`config.mk`:
```
export PLATFORM = sky130hd
export DESIGN_NAME = backslash_escape_decoder_flat
export DESIGN_NICKNAME = d
export VERILOG_FILES = /design/src/rtl/bed_pkg.sv /design/src/rtl/bed_in_if.sv /design/src/rtl/bed_out_if.sv /design/src/rtl/bed_decode.sv /design/src/rtl/backslash_escape_decoder.sv /design/src/flat_wrapper.sv
export SDC_FILE = /design/constraint.sdc
export NUM_CORES = 1
export LEC_CHECK = 0
export ABC_AREA = 1
export BUFFER_PORTS_ARGS = -buffer_cell sky130_fd_sc_hd__clkbuf_2
export CAP_MARGIN = 10
export CORE_ASPECT_RATIO = 0.5
export CORE_MARGIN = 2
export CORE_UTILIZATION = 45
export CTS_CLUSTER_SIZE = 28
export DETAILED_ROUTE_END_ITERATION = 6
export PLACE_DENSITY = 0.64
export SETUP_SLACK_MARGIN = 0.3
export SYNTH_ARGS = -nofsm -noshare
export SYNTH_HDL_FRONTEND = slang
export SYNTH_HIERARCHICAL = 1
export SYNTH_SLANG_ARGS = --single-unit
```
`constraint.sdc`:
```
create_clock -name clk -period 2.2 [get_ports clk]
set_input_delay 0.33 -clock clk [delete_from_list [all_inputs] [get_ports clk]]
set_output_delay 0.33 -clock clk [all_outputs]
set_load 0.03 [all_outputs]
```
`src/rtl/bed_pkg.sv`:
```
// Shared types, constants and helpers for the backslash escape decoder.
package bed_pkg;

    typedef enum logic [2:0] {
        MODE_NORMAL = 3'd0,
        MODE_ESC    = 3'd1,
        MODE_OCT    = 3'd2,
        MODE_HEX    = 3'd3,
        MODE_STOP   = 3'd4
    } bed_mode_t;

    localparam logic [7:0] CHAR_BSLASH = 8'h5C;
    localparam logic [7:0] CHAR_BEL    = 8'h07;
    localparam logic [7:0] CHAR_BS     = 8'h08;
    localparam logic [7:0] CHAR_ESCAPE = 8'h1B;
    localparam logic [7:0] CHAR_FF     = 8'h0C;
    localparam logic [7:0] CHAR_LF     = 8'h0A;
    localparam logic [7:0] CHAR_CR     = 8'h0D;
    localparam logic [7:0] CHAR_TAB    = 8'h09;
    localparam logic [7:0] CHAR_VT     = 8'h0B;
    localparam logic [7:0] CHAR_ZERO   = 8'h30;
    localparam logic [7:0] CHAR_SEVEN  = 8'h37;
    localparam logic [1:0] OCT_LIMIT   = 2'd3;
    localparam logic [1:0] HEX_LIMIT   = 2'd2;

    typedef struct packed {
        bed_mode_t  mode;
        logic [7:0] accum;
        logic [1:0] count;
    } bed_state_t;

    typedef struct packed {
        logic [7:0] out_byte;
        logic       end_marker;
        logic       stop_seen;
        logic       last_of_run;
    } bed_result_t;

    localparam bed_state_t STATE_RESET = '{mode: MODE_NORMAL, accum: 8'd0, count: 2'd0};

    function automatic bed_result_t make_result(logic [7:0] b, logic endm, logic stop);
        bed_result_t r;
        r.out_byte    = b;
        r.end_marker  = endm;
        r.stop_seen   = stop;
        r.last_of_run = 1'b0;
        return r;
    endfunction

endpackage

```
`src/rtl/bed_in_if.sv`:
```
// Input channel carrying one string byte or an end-of-string beat.
interface bed_in_if;
    logic       valid;
    logic       ready;
    logic [7:0] char_in;
    logic       string_end;

    modport source (output valid, output char_in, output string_end, input ready);
    modport sink   (input valid, input char_in, input string_end, output ready);
endinterface

```
`src/rtl/bed_out_if.sv`:
```
// Output channel carrying one decoded byte or end marker per beat.
interface bed_out_if;
    logic       valid;
    logic       ready;
    logic [7:0] out_byte;
    logic       end_marker;
    logic       stop_seen;
    logic       last_of_run;

    modport source (output valid, output out_byte, output end_marker, output stop_seen,
                    output last_of_run, input ready);
    modport sink   (input valid, input out_byte, input end_marker, input stop_seen,
                    input last_of_run, output ready);
endinterface

```
`src/rtl/bed_decode.sv`:
```
// Combinational escape decode of one input beat against the current decoder state.
module bed_decode
    import bed_pkg::*;
(
    input  logic [7:0]  char_in,
    input  logic        string_end,
    input  bed_state_t  state_cur,
    output bed_state_t  state_next,
    output logic [1:0]  res_count,
    output bed_result_t res0,
    output bed_result_t res1
);

    logic       oct_digit;
    logic       hex_ok;
    logic [3:0] hex_val;
    logic [7:0] acc_oct;
    logic [7:0] acc_hex;
    logic [1:0] cnt_inc;

    always_comb
    begin
        oct_digit = (char_in >= CHAR_ZERO) && (char_in <= CHAR_SEVEN);
        hex_ok  = 1'b1;
        hex_val = 4'd0;
        if ((char_in >= "0") && (char_in <= "9"))
        begin
            hex_val = char_in[3:0];
        end
        else if (((char_in >= "a") && (char_in <= "f")) ||
                 ((char_in >= "A") && (char_in <= "F")))
        begin
            hex_val = char_in[3:0] + 4'd9;
        end
        else
        begin
            hex_ok = 1'b0;
        end
        acc_oct = {state_cur.accum[4:0], char_in[2:0]};
        acc_hex = {state_cur.accum[3:0], hex_val};
        cnt_inc = state_cur.count + 2'd1;
    end

    always_comb
    begin
        state_next = state_cur;
        res_count  = 2'd0;
        res0       = make_result(8'd0, 1'b0, 1'b0);
        res1       = make_result(8'd0, 1'b0, 1'b0);
        if (string_end)
        begin
            state_next = STATE_RESET;
            case (state_cur.mode)
                MODE_ESC:
                begin
                    res0      = make_result(CHAR_BSLASH, 1'b0, 1'b0);
                    res1      = make_result(8'd0, 1'b1, 1'b0);
                    res_count = 2'd2;
                end
                MODE_OCT, MODE_HEX:
                begin
                    res0      = make_result(state_cur.accum, 1'b0, 1'b0);
                    res1      = make_result(8'd0, 1'b1, 1'b0);
                    res_count = 2'd2;
                end
                MODE_STOP:
                begin
                    res0      = make_result(8'd0, 1'b1, 1'b1);
                    res_count = 2'd1;
                end
                default:
                begin
                    res0      = make_result(8'd0, 1'b1, 1'b0);
                    res_count = 2'd1;
                end
            endcase
        end
        else
        begin
            case (state_cur.mode)
                MODE_ESC:
                begin
                    state_next.mode = MODE_NORMAL;
                    res_count       = 2'd1;
                    case (char_in)
                        "a":         res0 = make_result(CHAR_BEL, 1'b0, 1'b0);
                        "b":         res0 = make_result(CHAR_BS, 1'b0, 1'b0);
                        "e":         res0 = make_result(CHAR_ESCAPE, 1'b0, 1'b0);
                        "f":         res0 = make_result(CHAR_FF, 1'b0, 1'b0);
                        "n":         res0 = make_result(CHAR_LF, 1'b0, 1'b0);
                        "r":         res0 = make_result(CHAR_CR, 1'b0, 1'b0);
                        "t":         res0 = make_result(CHAR_TAB, 1'b0, 1'b0);
                        "v":         res0 = make_result(CHAR_VT, 1'b0, 1'b0);
                        CHAR_BSLASH: res0 = make_result(CHAR_BSLASH, 1'b0, 1'b0);
                        default:
                        begin
                            res_count = 2'd0;
                            if (char_in == "c")
                            begin
                                state_next.mode = MODE_STOP;
                            end
                            else if (char_in == CHAR_ZERO)
                            begin
                                state_next = '{mode: MODE_OCT, accum: 8'd0, count: 2'd0};
                            end
                            else if (oct_digit)
                            begin
                                state_next = '{mode: MODE_OCT, accum: {5'd0, char_in[2:0]},
                                               count: 2'd1};
                            end
                            else if (char_in == "x")
                            begin
                                state_next = '{mode: MODE_HEX, accum: 8'd0, count: 2'd0};
                            end
                            else
                            begin
                                res0      = make_result(CHAR_BSLASH, 1'b0, 1'b0);
                                res1      = make_result(char_in, 1'b0, 1'b0);
                                res_count = 2'd2;
                            end
                        end
                    endcase
                end
                MODE_OCT, MODE_HEX:
                begin
                    if ((state_cur.mode == MODE_OCT) ? oct_digit : hex_ok)
                    begin
                        state_next.accum = (state_cur.mode == MODE_OCT) ? acc_oct : acc_hex;
                        state_next.count = cnt_inc;
                        if ((state_cur.mode == MODE_OCT) ? (cnt_inc == OCT_LIMIT)
                                                         : (cnt_inc >= HEX_LIMIT))
                        begin
                            res0       = make_result(state_next.accum, 1'b0, 1'b0);
                            res_count  = 2'd1;
                            state_next = STATE_RESET;
                        end
                    end
                    else
                    begin
                        res0             = make_result(state_cur.accum, 1'b0, 1'b0);
                        state_next.accum = 8'd0;
                        state_next.count = 2'd0;
                        if (char_in == CHAR_BSLASH)
                        begin
                            state_next.mode = MODE_ESC;
                            res_count       = 2'd1;
                        end
                        else
                        begin
                            state_next.mode = MODE_NORMAL;
                            res1            = make_result(char_in, 1'b0, 1'b0);
                            res_count       = 2'd2;
                        end
                    end
                end
                MODE_STOP:
                begin
                    res_count = 2'd0;
                end
                default:
                begin
                    if (char_in == CHAR_BSLASH)
                    begin
                        state_next.mode = MODE_ESC;
                    end
                    else
                    begin
                        state_next.mode = MODE_NORMAL;
                        res0            = make_result(char_in, 1'b0, 1'b0);
                        res_count       = 2'd1;
                    end
                end
            endcase
        end
        if (res_count == 2'd1)
        begin
            res0.last_of_run = 1'b1;
        end
        if (res_count == 2'd2)
        begin
            res1.last_of_run = 1'b1;
        end
    end

endmodule

```
`src/rtl/backslash_escape_decoder.sv`:
```
// Top level of the streaming backslash escape decoder with a two-entry result buffer.
// The first result of a beat is registered and appears on the output in the cycle after the beat is accepted.
// Throughput: one input beat per cycle while each beat gives at most one result and the output is not stalled.
// A beat that gives two results stalls the input while its second result waits in the result buffer.
// Reset clears the decode mode, accumulated value, digit count and both result valid bits.
module backslash_escape_decoder
    import bed_pkg::*;
(
    input logic       clk,
    input logic       rst_n,
    bed_in_if.sink    in_ch,
    bed_out_if.source out_ch
);

    bed_state_t  state_reg;
    bed_state_t  state_next;
    logic [1:0]  res_count;
    bed_result_t res0;
    bed_result_t res1;
    bed_result_t out_reg;
    bed_result_t out_next;
    bed_result_t sec_reg;
    bed_result_t sec_next;
    logic        out_valid_reg;
    logic        out_valid_next;
    logic        sec_valid_reg;
    logic        sec_valid_next;
    logic        accept;
    logic        take;

    bed_decode u_decode (
        .char_in    (in_ch.char_in),
        .string_end (in_ch.string_end),
        .state_cur  (state_reg),
        .state_next (state_next),
        .res_count  (res_count),
        .res0       (res0),
        .res1       (res1)
    );

    assign in_ch.ready = !sec_valid_reg && (!out_valid_reg || out_ch.ready);
    assign accept      = in_ch.valid && in_ch.ready;
    assign take        = out_valid_reg && out_ch.ready;

    always_comb
    begin
        out_valid_next = out_valid_reg;
        sec_valid_next = sec_valid_reg;
        out_next       = out_reg;
        sec_next       = sec_reg;
        if (accept)
        begin
            out_valid_next = (res_count != 2'd0);
            sec_valid_next = (res_count == 2'd2);
            out_next       = res0;
            sec_next       = res1;
        end
        else if (take)
        begin
            out_valid_next = sec_valid_reg;
            sec_valid_next = 1'b0;
            out_next       = sec_reg;
        end
    end

    always_ff @(posedge clk or negedge rst_n)
    begin
        if (!rst_n)
        begin
            state_reg     <= STATE_RESET;
            out_valid_reg <= 1'b0;
            sec_valid_reg <= 1'b0;
        end
        else
        begin
            if (accept)
            begin
                state_reg <= state_next;
            end
            out_valid_reg <= out_valid_next;
            sec_valid_reg <= sec_valid_next;
        end
    end

    always_ff @(posedge clk)
    begin
        out_reg <= out_next;
        sec_reg <= sec_next;
    end

    assign out_ch.valid       = out_valid_reg;
    assign out_ch.out_byte    = out_reg.out_byte;
    assign out_ch.end_marker  = out_reg.end_marker;
    assign out_ch.stop_seen   = out_reg.stop_seen;
    assign out_ch.last_of_run = out_reg.last_of_run;

    // The second buffer entry is only ever filled behind a valid head entry.
    assert property (@(posedge clk) disable iff (!rst_n)
        sec_valid_reg |-> out_valid_reg)
        else $error("second result buffered without a head result");

    // A head result that is not the last of its beat always has its partner waiting.
    assert property (@(posedge clk) disable iff (!rst_n)
        (out_valid_reg && !out_reg.last_of_run) |-> sec_valid_reg)
        else $error("first of two results shown without the second buffered");

    // An end-of-string beat always produces output and returns the decoder to normal text.
    assert property (@(posedge clk) disable iff (!rst_n)
        (accept && in_ch.string_end) |=> (out_valid_reg && state_reg == STATE_RESET))
        else $error("end of string did not produce output or reset the state");

    // A stop escape never lets ordinary bytes through.
    assert property (@(posedge clk) disable iff (!rst_n)
        (accept && state_reg.mode == MODE_STOP && !in_ch.string_end) |=> !out_valid_reg)
        else $error("byte emitted while output is stopped");

endmodule
```
`src/flat_wrapper.sv`:
```
// flat-port wrapper written by rule: the top's interface ports become plain ports
module backslash_escape_decoder_flat import bed_pkg::*;
  (clk, rst_n, in_ch_valid, in_ch_char_in, in_ch_string_end, in_ch_ready, out_ch_valid, out_ch_out_byte, out_ch_end_marker, out_ch_stop_seen, out_ch_last_of_run, out_ch_ready);
  bed_in_if in_ch_i ();
  bed_out_if out_ch_i ();
  input logic clk;
  input logic rst_n;
  input wire logic [$bits(in_ch_i.valid)-1:0] in_ch_valid;
  input wire logic [$bits(in_ch_i.char_in)-1:0] in_ch_char_in;
  input wire logic [$bits(in_ch_i.string_end)-1:0] in_ch_string_end;
  output wire logic [$bits(in_ch_i.ready)-1:0] in_ch_ready;
  output wire logic [$bits(out_ch_i.valid)-1:0] out_ch_valid;
  output wire logic [$bits(out_ch_i.out_byte)-1:0] out_ch_out_byte;
  output wire logic [$bits(out_ch_i.end_marker)-1:0] out_ch_end_marker;
  output wire logic [$bits(out_ch_i.stop_seen)-1:0] out_ch_stop_seen;
  output wire logic [$bits(out_ch_i.last_of_run)-1:0] out_ch_last_of_run;
  input wire logic [$bits(out_ch_i.ready)-1:0] out_ch_ready;
  assign in_ch_i.valid = in_ch_valid;
  assign in_ch_i.char_in = in_ch_char_in;
  assign in_ch_i.string_end = in_ch_string_end;
  assign in_ch_ready = in_ch_i.ready;
  assign out_ch_valid = out_ch_i.valid;
  assign out_ch_out_byte = out_ch_i.out_byte;
  assign out_ch_end_marker = out_ch_i.end_marker;
  assign out_ch_stop_seen = out_ch_i.stop_seen;
  assign out_ch_last_of_run = out_ch_i.last_of_run;
  assign out_ch_i.ready = out_ch_ready;
  backslash_escape_decoder u_core (.clk(clk), .rst_n(rst_n), .in_ch(in_ch_i), .out_ch(out_ch_i));
endmodule
```
==> flow_summary.ini, run 1 <==
[worst_setup_path]
startpoint_type = register
end_kind = register
crit_fanout = 6
crit_cells = 13
crit_type = register to register
cp_common_cell = nand2_1
critPathSlowestCell = dfrtp_2
arrival_ns = 2.02
max_stage_delay_ns = 0.44
cp.required_ns = 2.24
path_delay_family = simple AND/OR/NAND/NOR gates
ff2ff_path_depth = 13
path_buf_inv = 2
cp_cell_sequence = nor2_4, nand2_4, buf_6, nand3_4, nand2_8, inv_8, nand2_1, nand2_1, nand2_1, nand2_1, nand2_2, nand4_1, nand2_1

[power]
sw_frac_of_total_pct = 28.5
ir_drop_mv = 0.337
switching_power_uw = 570
power.internal_mw = 1.43
power.leakage_nw = 1.95
pwr-share-comb_pct = 18.2
seqPwrFrac_pct = 39.9
pwr-share-clk_pct = 41.9
p_per_area_mw_per_mm2 = 473

[die]
die_w_um = 124
io_pins = 26
initial_core_util_pct = 47.6
core_mm2 = 0.00683
die_h_um = 64.1
rows = 21
die-area_mm2 = 0.00797

[clock_network]
path_clk_slew_ns = 0.06
clk_path_buf_depth = 2
root_buffer = clkbuf_16
insertion_delay_ns = 0.28
cts_tree = done
cts_buffers = 5
clock_sinks = 37
htreeDepth = 2

[drt]
avgRoutedWirePerCell_um = 16.3
drtIter0Drc = 487
first_pass_iters = 5
num_vias = 3583
routed_wl_um = 10700
postRouteAntennaNets = 0
vias_per_cell = 5.47
drc = 0

[synthesis]
yosysTopAreaCell = edfxtp_1
syn_area_per_cell_um2 = 6.47
seq_area_frac_synth_pct = 31.8
synth_cell_types = 35
synth_top_area_share_pct = 20.3
yosysWarningCount = 6
syn_area_mm2 = 0.00325
synth-seq-cells = 37
synth.area.top_cells = edfxtp_1, nand2_1, dfrtp_1
ys.flop_type = edfxtp_1
synth_nets = 522
synthCells = 503
synth_edf_count = 22
synth_async_sr_flop_share_pct = 40.5

[placed_design]
dpl.hpwl_um = 7630
io_buffers = 25
place.gp.congestion = 0.950
pre_cts_slack_ns = -0.0253
dp.cells = 626

[timing]
maxSlewViolCount = 0
setup-violations-final = 0
fin_ws_ns = 0.211
fin_skew_ns = 0.00535
fmax_mhz = 503
post-route-min-period_ns = 1.99
hold_viol = 0
rsz0062_at_grt = yes
fin_crit_sh_pct = 90.4

[global_route]
antenna_found_initial = 0
grt_usage_pct = 26.5
grt_pass1_wl_um = 16800
overflow = 0
grt_pass1_vias = 3147
grt_max_degree = 28

[finish]
nets = 581
layout_common_cells = nand2_1, inv_1, buf_4
drive_above_1_share_pct = 31.1
area_delta_synth_final_pct = 29.8
largest_register_ffs = 13
final_common_cell = nand2_1
finalNonFillerCells = 655
diodes = 0

[run]
maxCapViolCount = 0

[hold_path]
hold_depth = 4
min_path_type = input pin to register

[status]
status = finished clean
tightest hold or removal path: cells and delay by family:
family                 cells  cell delay (ns)
AND/OR/NAND/NOR            1             0.06
AO/OA/AOI/OAI              1             0.08
buffers and inverters      2             0.18
stage by stage:
stage / hold slack [ns] / utilization [%] / total power [mW] / cell area [um2] / TNS [ns]
after floorplan: 0.0344 / - / 1.03 / 3260 / 0
after global placement: 0.272 / 52.3 / 1.13 / 3570 / -0.143
after global routing: 0.429 / 61.8 / 2.06 / 4220 / 0
after detailed placement: 0.276 / 52.3 / 1.13 / 3570 / -0.0287
after CTS: 0.394 / 57.5 / 1.98 / 3930 / 0
final: 0.399 / 61.8 / 2.00 / 4220 / 0
final timing paths:
check	slack, ns	to	start
worst max-delay path	0.21	u_core/out_ch.out_byte[1]	u_core/state_reg[12]
worst min-delay path	0.40	u_core/out_ch.valid	out_ch_ready
worst max register to register	0.21	u_core/out_ch.out_byte[1]	u_core/state_reg[12]
worst min register to register	0.50	u_core/state_reg[0]	u_core/state_reg[0]
max in group asynchronous	1.40	u_core/state_reg[12]	rst_n
min in group asynchronous	0.50	u_core/sec_valid_reg	rst_n
Yosys cell counts, types with 6 or more instances:
| master | number |
|---|---|
| nand2_1 | 174 |
| inv_1 | 57 |
| nand3_1 | 51 |
| nor2_1 | 33 |
| nand4_1 | 31 |
| edfxtp_1 | 22 |
| a21oi_1 | 17 |
| dfrtp_1 | 15 |
| inv_2 | 15 |
| o21ai_0 | 12 |
| buf_2 | 9 |
| nand2_2 | 7 |
| ha_1 | 6 |
layer usage:
| layer | up-vias | GRT usage (%) | wire length [um] |
|---|---|---|---|
| met2 | 168 | 38.7 | 4420 |
| met5 | - | 0 | 0 |
| met1 | 1647 | 43.2 | 5300 |
| met3 | 10 | 2.18 | 821 |
| li1 | 1758 | - | - |
| met4 | 0 | 2.95 | 110 |
cells by family (layout without fill, tap and decap cells):
kind of cell               Yosys count  in the layout  share of synthesized area, %
adders and majority gates            6              6                          2.31
DFF                                 37             37                          31.8
and+or+nand+nor                    317            319                          45.0
buffers and inverters               94            152                          12.3
AOI/OAI and AO/OA                   48             48                          8.42
other                                1              1                         0.115
power by group through the flow:
stage                     combinational (mW)  clock [mW]  sequential, mW
after floorplan                        0.169           0           0.861
after global placement                 0.322           0           0.811
after detailed placement               0.323           0           0.812
after CTS                              0.336       0.843           0.798
after global routing                   0.400       0.863           0.801
final                                  0.364       0.837           0.797
layout make-up:
cell class / instances / area (um2)
tap: 92 / 115
timing repair buffer: 69 / 489
fill: 643 / 2610
sequential: 37 / 1040
clock inverter: 3 / 46.3
clock buffer: 5 / 125
multi-input combinational: 374 / 2110
inverter: 75 / 299
timing repair:
| action | in CTS | in global routing |
|---|---|---|
| gates resized for setup | 24 | 54 |
| pin swaps | 8 | 36 |
| buffers inserted | 7 | 11 |
| gates cloned | 2 | 0 |
| endpoints found under the hold margin | 15 | 0 |
| setup endpoints to repair | 31 | 30 |
| hold buffers | 1 | 0 |
(Power assumes the default switching activity.)
==> run 2, diff against run 1 <==
Settings changed: REMOVE_ABC_BUFFERS set to 1.
Clock period 2.2 ns to 1.9 ns, I/O delays scaled along.
==> run 2 against run 1 <==
  * The flow now finishes with violations (setup timing)
  * Critical path depth did not move
  * Combinational power rose by 30%
  * Cell count rose by 8.1%
  * Critical path type unchanged
  * Largest power group unchanged
  * Highest routed layer unchanged
==> flow_summary.ini, run 2 (synthesis gave the netlist of run 1 again) <==
[timing]
maxSlewViolCount = 0
worst_hold_slack_ns = 0.364
setup-violations-final = 2
rsz0062_at_grt = yes
fin_skew_ns = 0.00832
hold_viol = 0
post-route-min-period_ns = 1.90
fin_ws_ns = -0.00104
fmax_mhz = 526
fin_crit_sh_pct = 100
fin_tns_setup_ns = -0.00183

[clock_network]
clk_path_buf_depth = 2
root_buffer = clkbuf_16
insertion_delay_ns = 0.28
path_clk_slew_ns = 0.06
htreeDepth = 2
clock_sinks = 37
cts_tree = done
cts_buffers = 5

[worst_setup_path]
ff2ff_path_depth = 13
cp_cell_sequence = nor2_4, nand2_4, buf_12, nand3_4, buf_6, nand3_4, nor2_4, nand2_1, nand3_1, nand2_1, inv_1, nand4_1, nand2_1
reg2reg_to = u_core/state_reg[1]
arrival_ns = 2.12
cp_common_cell = nand2_1
path_buf_inv = 3
startpoint_type = register
r2r_start = u_core/state_reg[12]
crit_type = register to register
crit_fanout = 5
r2r_setup_slack_ns = -0.001
max_stage_delay_ns = 0.41
cp.required_ns = 2.12
end_kind = register
path_delay_family = simple AND/OR/NAND/NOR gates
critPathSlowestCell = dfrtp_1

[power]
ir_drop_mv = 0.402
seqPwrFrac_pct = 39.3
switching_power_uw = 655
pwr-share-clk_pct = 40.5
power_mw = 2.35
sw_frac_of_total_pct = 27.9
power.internal_mw = 1.69
p_per_area_mw_per_mm2 = 503
pwr-share-comb_pct = 20.2
power.leakage_nw = 2.25

[finish]
drive_above_1_share_pct = 36.9
finalNonFillerCells = 708
final_common_cell = nand2_1
fin_util_pct = 68.3
layout_common_cells = nand2_1, buf_4, inv_1
largest_register_ffs = 13
nets = 634
finalInstanceArea_mm2 = 0.00467
diodes = 0
area_delta_synth_final_pct = 43.4

[drt]
postRouteAntennaNets = 0
num_vias = 3848
routed_wl_um = 11000
avgRoutedWirePerCell_um = 15.6
first_pass_iters = 6
drc = 0
drtIter0Drc = 479
vias_per_cell = 5.44

[hold_path]
hold_start = out_ch_ready
hold_depth = 4
min_path_type = input pin to register
worstHoldEndpoint = u_core/out_ch.valid

[global_route]
grt_pass1_vias = 3461
grt_usage_pct = 26.9
antenna_found_initial = 0
grt_max_degree = 27
overflow = 0
grt_pass1_wl_um = 17200

[status]
violations = setup timing
status = finished, violations left

[placed_design]
placed_area_mm2 = 0.00407
place.gp.congestion = 0.990
pre_cts_slack_ns = -0.308
io_buffers = 25
dpl.hpwl_um = 7650
dp.cells = 687

[die]
die-area_mm2 = 0.00797
rows = 21
die_h_um = 64.1
die_w_um = 124
initial_core_util_pct = 47.6
io_pins = 26
core_mm2 = 0.00683

[run]
maxCapViolCount = 0
-- run 2: cell types whose count changed in the layout (fill, tap and decap cells not counted), moves of 3 or more --
cell / before / now
buf_4: 37 / 83
nand3_2: 17 / 12
inv_1: 52 / 48
nand2_4: 4 / 8
nand3_1: 36 / 41
buf_12: 1 / 5
inv_4: 0 / 3
buf_6: 5 / 8
-- run 2: how the worst max path moves through the flow --
stage               slack [ns]                   endpoint  depth (start not counted)                 start
global placement         -0.26  u_core/out_ch.last_of_run                         15      in_ch_char_in[0]
global route             -0.11        u_core/state_reg[7]                         14  u_core/state_reg[11]
CTS                       0.05        u_core/state_reg[5]                         14  u_core/state_reg[11]
floorplan                -0.45  u_core/out_ch.last_of_run                         10  u_core/state_reg[12]
finish                  -0.001        u_core/state_reg[1]                         13  u_core/state_reg[12]
detailed placement       -0.31  u_core/out_ch.last_of_run                         15      in_ch_char_in[0]
-- run 2: power by group through the flow --
| stage | combinational [mW] | clock, mW | sequential (mW) |
|---|---|---|---|
| after floorplan | 0.163 | 0 | 0.997 |
| after global placement | 0.424 | 0 | 0.937 |
| after detailed placement | 0.426 | 0 | 0.939 |
| after CTS | 0.440 | 0.963 | 0.923 |
| after global routing | 0.513 | 0.998 | 0.926 |
| final | 0.475 | 0.951 | 0.922 |
-- run 2: timing repair --
action                                 4_1_cts  5_1_grt
hold buffers                                 1        0
endpoints found under the hold margin       15        0
setup endpoints to repair                   32       32
resized for setup                           38       51
cloned                                       1        1
pin swaps                                   30       27
buffers inserted                             5        5
-- run 2: per-layer routing --
metal  track usage [%]  share of wire [%]  vias to the layer above
met3              5.11                 11                       16
met1              41.3                 47                     1745
li1                  -                  -                     1864
met2              39.3                 42                      223
met4              4.92                1.0                        0
met5                 0                  0                        -
-- run 2: layout make-up --
cell class,instances,area [um2]
inverters,75,299
repair buffers,122,958
multi-input cells,374,2090
well taps,92,115
fillers,582,2170
flip-flops and latches,37,1040
clock inverters,3,43.8
clock buffers,5,125
-- run 2: worst min-delay path: stages --
cell and delay, ns:
clkbuf_2 0.09, inv_2 0.09, o21ai_0 0.09, nand2_1 0.06
